==> src/hw/rtl/rcsp_pkg.sv <==
// Types, constants and helpers shared by the reference-counted slot pool.
`default_nettype none

package rcsp_pkg;

   localparam int SLOTS_DEF    = 16;
   localparam int KEY_BITS_DEF = 64;

   localparam int ACTION_W = 3;
   localparam int SLOT_W   = 4;
   localparam int KEY_W    = 64;
   localparam int STATUS_W = 2;
   localparam int FREE_W   = 5;
   localparam int CNT_W    = 8;

   localparam logic [CNT_W-1:0]  REF_MAX  = 8'd254;
   localparam logic [FREE_W-1:0] FREE_MAX = 5'd31;

   typedef enum logic [ACTION_W-1:0] {
      ACT_ALLOC_UNI   = 3'd0,
      ACT_ALLOC_MULTI = 3'd1,
      ACT_REF_UP      = 3'd2,
      ACT_REF_DOWN    = 3'd3,
      ACT_FIND        = 3'd4,
      ACT_IS_USED     = 3'd5,
      ACT_SET_KEY     = 3'd6
   } action_type;

   typedef enum logic [STATUS_W-1:0] {
      ST_OK     = 2'd0,
      ST_NOFREE = 2'd1,
      ST_FAIL   = 2'd2,
      ST_INUSE  = 2'd3
   } status_type;

   typedef enum logic [1:0] {
      S_IDLE   = 2'd0,
      S_DECODE = 2'd1,
      S_CHECK  = 2'd2
   } state_type;

   // where the next entry read takes its address from
   typedef enum logic [1:0] {
      SRC_ZERO = 2'd0,
      SRC_SLOT = 2'd1,
      SRC_NEXT = 2'd2
   } rd_src_type;

   // what kind of result the datapath registers
   typedef enum logic [1:0] {
      POST_NOFREE = 2'd0,
      POST_FAIL   = 2'd1,
      POST_HIT    = 2'd2,
      POST_EXEC   = 2'd3
   } post_type;

   typedef struct packed {
      logic       load;
      logic       rd;
      rd_src_type rd_src;
      logic       post;
      post_type   post_kind;
   } cmd_type;

   typedef struct packed {
      logic is_alloc;
      logic is_find;
      logic is_slot_op;
      logic free_zero;
      logic slot_bad;
      logic hit;
      logic last;
      logic rsp_room;
   } stat_type;

   function automatic logic [FREE_W-1:0] free_init(input int slots);
      return (slots > 31) ? FREE_MAX : FREE_W'(slots);
   endfunction

endpackage

`default_nettype wire

==> src/hw/rtl/rcsp_req_if.sv <==
// Request channel of the slot pool: valid/ready plus action, slot and key.
`default_nettype none

interface rcsp_req_if;
   import rcsp_pkg::*;

   logic                valid;
   logic                ready;
   logic [ACTION_W-1:0] action;
   logic [SLOT_W-1:0]   slot;
   logic [KEY_W-1:0]    key;

   modport source (output valid, action, slot, key, input ready);
   modport sink   (input valid, action, slot, key, output ready);
endinterface

`default_nettype wire

==> src/hw/rtl/rcsp_rsp_if.sv <==
// Response channel of the slot pool: valid/ready plus status, slot and free count.
`default_nettype none

interface rcsp_rsp_if;
   import rcsp_pkg::*;

   logic                valid;
   logic                ready;
   logic [STATUS_W-1:0] status;
   logic [SLOT_W-1:0]   out_slot;
   logic [FREE_W-1:0]   free_count;

   modport source (output valid, status, out_slot, free_count, input ready);
   modport sink   (input valid, status, out_slot, free_count, output ready);
endinterface

`default_nettype wire

==> src/hw/rtl/rcsp_dp.sv <==
// Slot pool datapath: slot memory, free counter, request and response registers.
`default_nettype none

module rcsp_dp #(
   parameter int SLOTS    = 16,
   parameter int KEY_BITS = 64
) (
   input  logic                           clock,
   input  logic                           reset,
   input  rcsp_pkg::cmd_type              cmd,
   output rcsp_pkg::stat_type             stat,
   input  logic [rcsp_pkg::ACTION_W-1:0]  req_action,
   input  logic [rcsp_pkg::SLOT_W-1:0]    req_slot,
   input  logic [rcsp_pkg::KEY_W-1:0]     req_key,
   input  logic                           rsp_ready,
   output logic                           rsp_valid,
   output logic [rcsp_pkg::STATUS_W-1:0]  rsp_status,
   output logic [rcsp_pkg::SLOT_W-1:0]    rsp_out_slot,
   output logic [rcsp_pkg::FREE_W-1:0]    rsp_free_count
);
   import rcsp_pkg::*;

   localparam int AW = (SLOTS > 1) ? $clog2(SLOTS) : 1;
   localparam int EW = KEY_BITS + CNT_W;
   localparam logic [AW-1:0]        LAST_ADDR = AW'(SLOTS - 1);
   localparam logic [AW+SLOT_W-1:0] SLOTS_EXT = (AW + SLOT_W)'(SLOTS);

   // entry word: {key, count}
   logic [EW-1:0]         mem [SLOTS];
   logic [SLOTS-1:0]      vld_ff, vld_in;

   logic [ACTION_W-1:0]   act_ff;
   logic [SLOT_W-1:0]     slot_ff;
   logic [KEY_BITS-1:0]   key_ff;

   logic [EW-1:0]         rd_word_ff;
   logic                  rd_vld_ff;
   logic [AW-1:0]         rd_addr_ff, rd_addr_in;

   logic [FREE_W-1:0]     free_ff, free_in;

   logic                  rsp_valid_ff, rsp_valid_in;
   status_type            rsp_status_ff, rsp_status_in;
   logic [SLOT_W-1:0]     rsp_slot_ff, rsp_slot_in;
   logic [FREE_W-1:0]     rsp_free_ff;

   logic                  wr_en;
   logic [EW-1:0]         wr_data;
   logic [CNT_W-1:0]      cur_cnt;
   logic [KEY_BITS-1:0]   cur_key;
   logic [AW+SLOT_W-1:0]  slot_ext, addr_ext;
   logic                  is_alloc, is_find, is_slot_op;

   assign slot_ext = {{AW{1'b0}}, slot_ff};
   assign addr_ext = {{SLOT_W{1'b0}}, rd_addr_ff};

   // entries never written since reset read as all zero
   assign cur_cnt = rd_vld_ff ? rd_word_ff[CNT_W-1:0]  : '0;
   assign cur_key = rd_vld_ff ? rd_word_ff[EW-1:CNT_W] : '0;

   assign is_alloc   = (act_ff == ACT_ALLOC_UNI) || (act_ff == ACT_ALLOC_MULTI);
   assign is_find    = (act_ff == ACT_FIND);
   assign is_slot_op = (act_ff == ACT_REF_UP) || (act_ff == ACT_REF_DOWN) ||
                       (act_ff == ACT_IS_USED) || (act_ff == ACT_SET_KEY);

   always_comb begin
      stat            = '0;
      stat.is_alloc   = is_alloc;
      stat.is_find    = is_find;
      stat.is_slot_op = is_slot_op;
      stat.free_zero  = (free_ff == '0);
      stat.slot_bad   = (slot_ext >= SLOTS_EXT);
      stat.hit        = (is_alloc && (cur_cnt == '0)) ||
                        (is_find && (cur_cnt != '0) && (cur_key == key_ff));
      stat.last       = (rd_addr_ff == LAST_ADDR);
      stat.rsp_room   = !rsp_valid_ff || rsp_ready;
   end

   always_comb begin
      rd_addr_in = rd_addr_ff;
      if (cmd.rd) begin
         case (cmd.rd_src)
            SRC_ZERO: rd_addr_in = '0;
            SRC_SLOT: rd_addr_in = slot_ext[AW-1:0];
            SRC_NEXT: rd_addr_in = rd_addr_ff + AW'(1);
            default:  rd_addr_in = rd_addr_ff;
         endcase
      end
   end

   always_comb begin
      wr_en         = 1'b0;
      wr_data       = {cur_key, cur_cnt};
      free_in       = free_ff;
      rsp_status_in = ST_OK;
      rsp_slot_in   = '0;
      vld_in        = vld_ff;
      if (cmd.post) begin
         case (cmd.post_kind)
            POST_NOFREE: rsp_status_in = ST_NOFREE;
            POST_FAIL: begin
               rsp_status_in = ST_FAIL;
               // free counter said there was room but the scan found none
               if (is_alloc) free_in = '0;
            end
            POST_HIT: begin
               rsp_slot_in = addr_ext[SLOT_W-1:0];
               if (is_alloc) begin
                  wr_en   = 1'b1;
                  wr_data = {cur_key, CNT_W'(1)};
                  free_in = free_ff - FREE_W'(1);
               end
            end
            POST_EXEC: begin
               case (act_ff)
                  ACT_REF_UP: begin
                     wr_en = 1'b1;
                     if (cur_cnt < REF_MAX) wr_data = {cur_key, cur_cnt + CNT_W'(1)};
                  end
                  ACT_REF_DOWN: begin
                     if (cur_cnt != '0) begin
                        wr_en = 1'b1;
                        if (cur_cnt == CNT_W'(1)) begin
                           wr_data = '0;
                           if (free_ff != FREE_MAX) free_in = free_ff + FREE_W'(1);
                        end else begin
                           wr_data = {cur_key, cur_cnt - CNT_W'(1)};
                        end
                     end
                  end
                  ACT_IS_USED: rsp_status_in = (cur_cnt != '0) ? ST_INUSE : ST_OK;
                  ACT_SET_KEY: begin
                     wr_en   = 1'b1;
                     wr_data = {key_ff, cur_cnt};
                  end
                  default: rsp_status_in = ST_FAIL;
               endcase
            end
            default: rsp_status_in = ST_FAIL;
         endcase
      end
      if (wr_en) vld_in[rd_addr_ff] = 1'b1;
   end

   assign rsp_valid_in = cmd.post ? 1'b1 : (rsp_ready ? 1'b0 : rsp_valid_ff);

   always_ff @(posedge clock) begin
      if (reset) begin
         vld_ff       <= '0;
         free_ff      <= free_init(SLOTS);
         rsp_valid_ff <= 1'b0;
      end else begin
         vld_ff       <= vld_in;
         free_ff      <= free_in;
         rsp_valid_ff <= rsp_valid_in;
      end
   end

   always_ff @(posedge clock) begin
      if (cmd.load) begin
         act_ff  <= req_action;
         slot_ff <= req_slot;
         key_ff  <= req_key[KEY_BITS-1:0];
      end
      if (cmd.rd) begin
         rd_addr_ff <= rd_addr_in;
         rd_vld_ff  <= vld_ff[rd_addr_in];
      end
      if (cmd.post) begin
         rsp_status_ff <= rsp_status_in;
         rsp_slot_ff   <= rsp_slot_in;
         rsp_free_ff   <= free_in;
      end
   end

   always_ff @(posedge clock) begin
      if (wr_en) mem[rd_addr_ff] <= wr_data;
      if (cmd.rd) rd_word_ff <= mem[rd_addr_in];
   end

   assign rsp_valid      = rsp_valid_ff;
   assign rsp_status     = rsp_status_ff;
   assign rsp_out_slot   = rsp_slot_ff;
   assign rsp_free_count = rsp_free_ff;

endmodule

`default_nettype wire

==> src/hw/rtl/rcsp_ctrl.sv <==
// Slot pool controller: sequences decode, slot reads, scans and result posting.
`default_nettype none

module rcsp_ctrl (
   input  logic               clock,
   input  logic               reset,
   input  logic               req_valid,
   output logic               req_ready,
   input  rcsp_pkg::stat_type stat,
   output rcsp_pkg::cmd_type  cmd
);
   import rcsp_pkg::*;

   state_type state_ff, state_in;

   always_ff @(posedge clock) begin
      if (reset) begin
         state_ff <= S_IDLE;
      end else begin
         state_ff <= state_in;
      end
   end

   always_comb begin
      state_in   = state_ff;
      req_ready  = 1'b0;
      cmd        = '0;
      cmd.rd_src = SRC_NEXT;
      case (state_ff)
         S_IDLE: begin
            req_ready = 1'b1;
            if (req_valid) begin
               cmd.load = 1'b1;
               state_in = S_DECODE;
            end
         end
         S_DECODE: begin
            if (stat.is_alloc && stat.free_zero) begin
               if (stat.rsp_room) begin
                  cmd.post      = 1'b1;
                  cmd.post_kind = POST_NOFREE;
                  state_in      = S_IDLE;
               end
            end else if (stat.is_alloc || stat.is_find) begin
               cmd.rd     = 1'b1;
               cmd.rd_src = SRC_ZERO;
               state_in   = S_CHECK;
            end else if (stat.is_slot_op && !stat.slot_bad) begin
               cmd.rd     = 1'b1;
               cmd.rd_src = SRC_SLOT;
               state_in   = S_CHECK;
            end else if (stat.rsp_room) begin
               // bad slot index or undefined action
               cmd.post      = 1'b1;
               cmd.post_kind = POST_FAIL;
               state_in      = S_IDLE;
            end
         end
         S_CHECK: begin
            if (stat.is_slot_op) begin
               if (stat.rsp_room) begin
                  cmd.post      = 1'b1;
                  cmd.post_kind = POST_EXEC;
                  state_in      = S_IDLE;
               end
            end else if (stat.hit) begin
               if (stat.rsp_room) begin
                  cmd.post      = 1'b1;
                  cmd.post_kind = POST_HIT;
                  state_in      = S_IDLE;
               end
            end else if (stat.last) begin
               if (stat.rsp_room) begin
                  cmd.post      = 1'b1;
                  cmd.post_kind = POST_FAIL;
                  state_in      = S_IDLE;
               end
            end else begin
               // one slot per cycle while scanning
               cmd.rd     = 1'b1;
               cmd.rd_src = SRC_NEXT;
            end
         end
         default: state_in = S_IDLE;
      endcase
   end

endmodule

`default_nettype wire

==> src/hw/rtl/refcounted_slot_pool.sv <==
// Sequence after acceptance: no-free and bad-slot or bad-action failures post from decode,
// slot actions read their slot entry and then post, alloc and find scan 1 to SLOTS slots.
// The scan reads one slot entry per cycle from the slot memory.
// One transaction in flight; the next is taken once the controller is back in idle after
// the result registers; a waiting result does not block it.
// Synchronous reset: slots read as free with zero key, free count = SLOTS (max 31), no clear pass.
`default_nettype none

module refcounted_slot_pool #(
   parameter int SLOTS    = rcsp_pkg::SLOTS_DEF,
   parameter int KEY_BITS = rcsp_pkg::KEY_BITS_DEF
) (
   input  logic        clock,
   input  logic        reset,
   rcsp_req_if.sink    req_ch,
   rcsp_rsp_if.source  rsp_ch
);
   import rcsp_pkg::*;

   cmd_type  cmd;
   stat_type stat;

   rcsp_ctrl u_ctrl (
      .clock     (clock),
      .reset     (reset),
      .req_valid (req_ch.valid),
      .req_ready (req_ch.ready),
      .stat      (stat),
      .cmd       (cmd)
   );

   rcsp_dp #(
      .SLOTS    (SLOTS),
      .KEY_BITS (KEY_BITS)
   ) u_dp (
      .clock          (clock),
      .reset          (reset),
      .cmd            (cmd),
      .stat           (stat),
      .req_action     (req_ch.action),
      .req_slot       (req_ch.slot),
      .req_key        (req_ch.key),
      .rsp_ready      (rsp_ch.ready),
      .rsp_valid      (rsp_ch.valid),
      .rsp_status     (rsp_ch.status),
      .rsp_out_slot   (rsp_ch.out_slot),
      .rsp_free_count (rsp_ch.free_count)
   );

endmodule

`default_nettype wire

==> src/flat_wrapper.sv <==
// flat-port wrapper written by rule: the top's interface ports become plain ports
module refcounted_slot_pool_flat import rcsp_pkg::*;
#(
   parameter int SLOTS    = rcsp_pkg::SLOTS_DEF,
   parameter int KEY_BITS = rcsp_pkg::KEY_BITS_DEF
)
  (clock, reset, req_ch_valid, req_ch_action, req_ch_slot, req_ch_key, req_ch_ready, rsp_ch_valid, rsp_ch_status, rsp_ch_out_slot, rsp_ch_free_count, rsp_ch_ready);
  rcsp_req_if req_ch_i ();
  rcsp_rsp_if rsp_ch_i ();
  input  logic clock;
  input  logic reset;
  input wire logic [$bits(req_ch_i.valid)-1:0] req_ch_valid;
  input wire logic [$bits(req_ch_i.action)-1:0] req_ch_action;
  input wire logic [$bits(req_ch_i.slot)-1:0] req_ch_slot;
  input wire logic [$bits(req_ch_i.key)-1:0] req_ch_key;
  output wire logic [$bits(req_ch_i.ready)-1:0] req_ch_ready;
  output wire logic [$bits(rsp_ch_i.valid)-1:0] rsp_ch_valid;
  output wire logic [$bits(rsp_ch_i.status)-1:0] rsp_ch_status;
  output wire logic [$bits(rsp_ch_i.out_slot)-1:0] rsp_ch_out_slot;
  output wire logic [$bits(rsp_ch_i.free_count)-1:0] rsp_ch_free_count;
  input wire logic [$bits(rsp_ch_i.ready)-1:0] rsp_ch_ready;
  assign req_ch_i.valid = req_ch_valid;
  assign req_ch_i.action = req_ch_action;
  assign req_ch_i.slot = req_ch_slot;
  assign req_ch_i.key = req_ch_key;
  assign req_ch_ready = req_ch_i.ready;
  assign rsp_ch_valid = rsp_ch_i.valid;
  assign rsp_ch_status = rsp_ch_i.status;
  assign rsp_ch_out_slot = rsp_ch_i.out_slot;
  assign rsp_ch_free_count = rsp_ch_i.free_count;
  assign rsp_ch_i.ready = rsp_ch_ready;
  refcounted_slot_pool #(.SLOTS(SLOTS), .KEY_BITS(KEY_BITS)) u_core (.clock(clock), .reset(reset), .req_ch(req_ch_i), .rsp_ch(rsp_ch_i));
endmodule
==> config.mk <==
export PLATFORM = sky130hd
export DESIGN_NAME = refcounted_slot_pool_flat
export DESIGN_NICKNAME = d
export VERILOG_FILES = /design/src/hw/rtl/rcsp_pkg.sv /design/src/hw/rtl/rcsp_req_if.sv /design/src/hw/rtl/rcsp_rsp_if.sv /design/src/hw/rtl/rcsp_dp.sv /design/src/hw/rtl/rcsp_ctrl.sv /design/src/hw/rtl/refcounted_slot_pool.sv /design/src/flat_wrapper.sv
export SDC_FILE = /design/constraint.sdc
export NUM_CORES = 2
export LEC_CHECK = 0
export BUFFER_PORTS_ARGS = -buffer_cell sky130_fd_sc_hd__buf_2
export CAP_MARGIN = 20
export CORE_MARGIN = 3
export CORE_UTILIZATION = 67
export DETAILED_ROUTE_END_ITERATION = 16
export PLACE_DENSITY = 0.81
export SLEW_MARGIN = 40
export SYNTH_ARGS = -nofsm -noshare
export SYNTH_HDL_FRONTEND = slang
export SYNTH_SLANG_ARGS = --single-unit
export TNS_END_PERCENT = 30
==> constraint.sdc <==
create_clock -name clock -period 15.56 [get_ports clock]
set_input_delay 3.89 -clock clock [delete_from_list [all_inputs] [get_ports clock]]
set_output_delay 3.89 -clock clock [all_outputs]
set_load 0.005 [all_outputs]
==> impl_metrics.env <==
export IMPL_outcome="finished clean"
export IMPL_period_needed_ns=7.87
export IMPL_grt_pass1_vias=32600
export IMPL_power_density_mw_per_mm2=144
export IMPL_arrival_ns=8.34
export IMPL_dpl_hpwl_mm=74.8
export IMPL_worst_path_stages=15
export IMPL_finish_utilization=0.759
export IMPL_die_height_um=288
export IMPL_gp_congestion=0.940
export IMPL_io_buffers=87
export IMPL_core_area_mm2=0.0781
export IMPL_cts_tree="done"
export IMPL_postCtsHoldBufs=0
export IMPL_num_fill_cells=4295
export IMPL_crit_slowest_cell="a2111oi_1"
export IMPL_rsz0062_at_grt="no"
export IMPL_wl_per_cell_um=30.4
export IMPL_ys_seq_elements=1335
export IMPL_rows=102
export IMPL_max_slew_margin_rel=0.389
export IMPL_r2r_slack_ns=7.69
export IMPL_clk_latency_ns=0.74
export IMPL_cp_required_ns=16.03
export IMPL_synth_distinct_cells=73
export IMPL_grt_pass1_wl_mm=206
export IMPL_maxCapViolCount=0
export IMPL_path_delay_family="buffers and inverters"
export IMPL_ant_nets=0
export IMPL_fp_dieW_um=288
export IMPL_path_class="reg2reg"
export IMPL_start_util=0.682
export IMPL_layout_common_cells="edfxtp_1, nand2_1, a21oi_1"
export IMPL_ir_drop_uv=132
export IMPL_area_growth_syn_to_layout_pct=11.3
export IMPL_fmax_mhz=127
export IMPL_pre_cts_slack_ns=7.81
export IMPL_path_cells="nand2b_1 -> a2111oi_1 -> nand4_1 -> or3b_1 -> or4_4 -> o21ai_4 -> a21oi_1 -> a21oi_4 -> buf_4 -> buf_6 -> buf_6 -> buf_6 -> mux2i_1 -> a221oi_1 -> or4_1"
export IMPL_syn_nets=3506
export IMPL_final_area_mm2=0.0593
export IMPL_skew_ns=0.0287
export IMPL_synth_edff_count=1311
export IMPL_first_pass_iters=9
export IMPL_crit_buf_inv=4
export IMPL_vias_per_cell=7.25
export IMPL_power_mw=8.53
export IMPL_synthArstFlopShare=0
export IMPL_routed_wl_mm=140
export IMPL_yosysWarningCount=0
export IMPL_track_usage=0.337
export IMPL_finalSetupTns_ns=0
export IMPL_drc_errors=0
export IMPL_antenna_found_initial=2
export IMPL_reg2regPathDepth=15
export IMPL_critPathMaxFanout=76
export IMPL_whs_ns=0.474
export IMPL_cp_common_cell="buf_6"
export IMPL_num_vias=33500
export IMPL_clock_path_buffers=3
export IMPL_cts_resized=0
export IMPL_clk_pin_slew_ns=0.06
export IMPL_cts_max_level=4
export IMPL_die_area_mm2=0.0829
export IMPL_endpoint="u_core.u_dp.rd_word_ff[8]"
export IMPL_syn_area_per_cell_um2=15.6
export IMPL_drt_initial_drc_count=5754
export IMPL_cts_buffers=133
export IMPL_critical_path_startpoint="u_core.u_dp.act_ff[0]"
export IMPL_rr_endpoint="u_core.u_dp.rd_word_ff[8]"
export IMPL_drive_gt1_frac=0.109
export IMPL_slowest_delay_ns=0.82
export IMPL_r2r_start="u_core.u_dp.act_ff[0]"
export IMPL_worst_slew_pin_transition_ns=0.917
export IMPL_syn_instance_count=3416
export IMPL_synthesis_area_mm2=0.0532
export IMPL_ys_seq_area_frac=0.748
export IMPL_place_area_mm2=0.0550
export IMPL_finalHoldViolCount=0
export IMPL_ioPinCount=88
export IMPL_nets=3565
export IMPL_mostFrequentLayoutCell="edfxtp_1"
export IMPL_slew_violations=0
export IMPL_post_cts_buffers=0
export IMPL_setup_viol=0
export IMPL_dp_cells=4380
export IMPL_layout_setup_ws_ns=7.69
export IMPL_cp_end_kind="flip-flop"
export IMPL_grt_overflow_total=0
export IMPL_cp_start_kind="flip-flop"
export IMPL_hold_path_class="reg2reg"
export IMPL_cts_sinks=1335
export IMPL_synth_ff_type="edfxtp_1"
export IMPL_final_cells=4614
export IMPL_finalCritPeriodShare=0.506
export IMPL_grt_max_degree=145
export IMPL_cts_root_buffer="clkbuf_16"
export IMPL_p_leak_nw=20.4
[area by class of cell]
type | instances | area [um^2] | area share
flip-flops and latches | 1335 | 39800 | 0.672
multi-input cells | 1803 | 12500 | 0.210
clock buffers | 160 | 3490 | 0.0589
well taps | 1040 | 1300 | 0.0220
repair buffers | 153 | 1260 | 0.0213
clock inverters | 73 | 702 | 0.0118
inverters | 49 | 196 | 0.00331
diodes | 1 | 2.50 | 0.0000422
[flip-flops by register name (all words and copies together), names as in the netlist]
| name | flops |
|---|---|
| u_core.u_dp.rd_vld_ff | 1 |
| u_core.u_dp.slot_ff | 4 |
| u_core.u_dp.key_ff | 64 |
| u_core.u_dp.mem | 1152 |
| u_core.u_dp.vld_ff | 16 |
| u_core.u_dp.act_ff | 3 |
| u_core.u_dp.free_ff | 5 |
| u_core.u_dp.rd_word_ff | 72 |
| u_core.u_dp.rd_addr_ff | 4 |
| u_core.u_dp.rsp_status | 2 |
| u_core.u_dp.rsp_valid | 1 |
| u_core.u_ctrl.state_ff | 2 |
| u_core.u_dp.rsp_out_slot | 4 |
| u_core.u_dp.rsp_free_count | 5 |
[report_power, final]
| part | switching [mW] | internal [mW] |
|---|---|---|
| Sequential | 0.0992 | 4.12 |
| Clock | 1.35 | 1.75 |
| Combinational | 0.841 | 0.370 |
[how the worst min path moves through the flow]
stage          cells after the start                   start  slack, ns                      to
2_1_floorplan                      2   u_core.u_dp.vld_ff[0]       0.44   u_core.u_dp.vld_ff[0]
3_3_place_gp                       1  u_core.u_dp.vld_ff[15]       0.45  u_core.u_dp.vld_ff[15]
3_5_place_dp                       1   u_core.u_dp.vld_ff[7]       0.46   u_core.u_dp.vld_ff[7]
4_1_cts                            1   u_core.u_dp.vld_ff[7]       0.47   u_core.u_dp.vld_ff[7]
5_1_grt                            1   u_core.u_dp.vld_ff[7]       0.49   u_core.u_dp.vld_ff[7]
6_report                           1   u_core.u_dp.vld_ff[3]       0.47   u_core.u_dp.vld_ff[3]
[routing by layer]
layer  global-route usage  vias to the layer above  part of all wire
li1                     -                    13800                 -
met5                    0                        -          0.000093
met2                0.520                     2655              0.47
met1                0.462                    16500              0.36
met3               0.0795                      508              0.13
met4                0.160                        2             0.052
[cells by family after synthesis]
family | share of synthesized area
AO/OA/AOI/OAI | 0.111
multiplexers | 0.0549
AND/OR/NAND/NOR | 0.0580
buffers and inverters | 0.0216
XOR/XNOR | 0.00280
adder cells (fa/ha/maj) | 0.00353
flip-flops | 0.748
[cell usage after synthesis (all sizes together), types with 6 or more instances]
cell | n | area, um^2
nor2 | 86 | 323
buf | 76 | 392
nor3 | 18 | 95.1
nor4 | 12 | 75.1
inv | 48 | 183
and2 | 8 | 50.1
a221oi | 294 | 2570
nand2b | 6 | 37.5
dfxtp | 24 | 480
or4 | 75 | 567
clkbuf | 153 | 574
o31ai | 7 | 52.6
nand4 | 6 | 37.5
o21a | 6 | 45.0
a22o | 68 | 596
edfxtp | 1311 | 39400
nor2b | 31 | 194
o21ai | 24 | 131
ha | 15 | 188
o32ai | 11 | 96.3
a21oi | 326 | 1640
a31oi | 29 | 181
nand3 | 14 | 70.1
nand2 | 345 | 1290
mux2i | 291 | 2910
xnor2 | 16 | 140
nor4bb | 13 | 130
o22ai | 24 | 163
or2 | 7 | 43.8
a2111oi | 8 | 76.3
and3 | 9 | 56.3
Power figures use the tool's default switching activity.
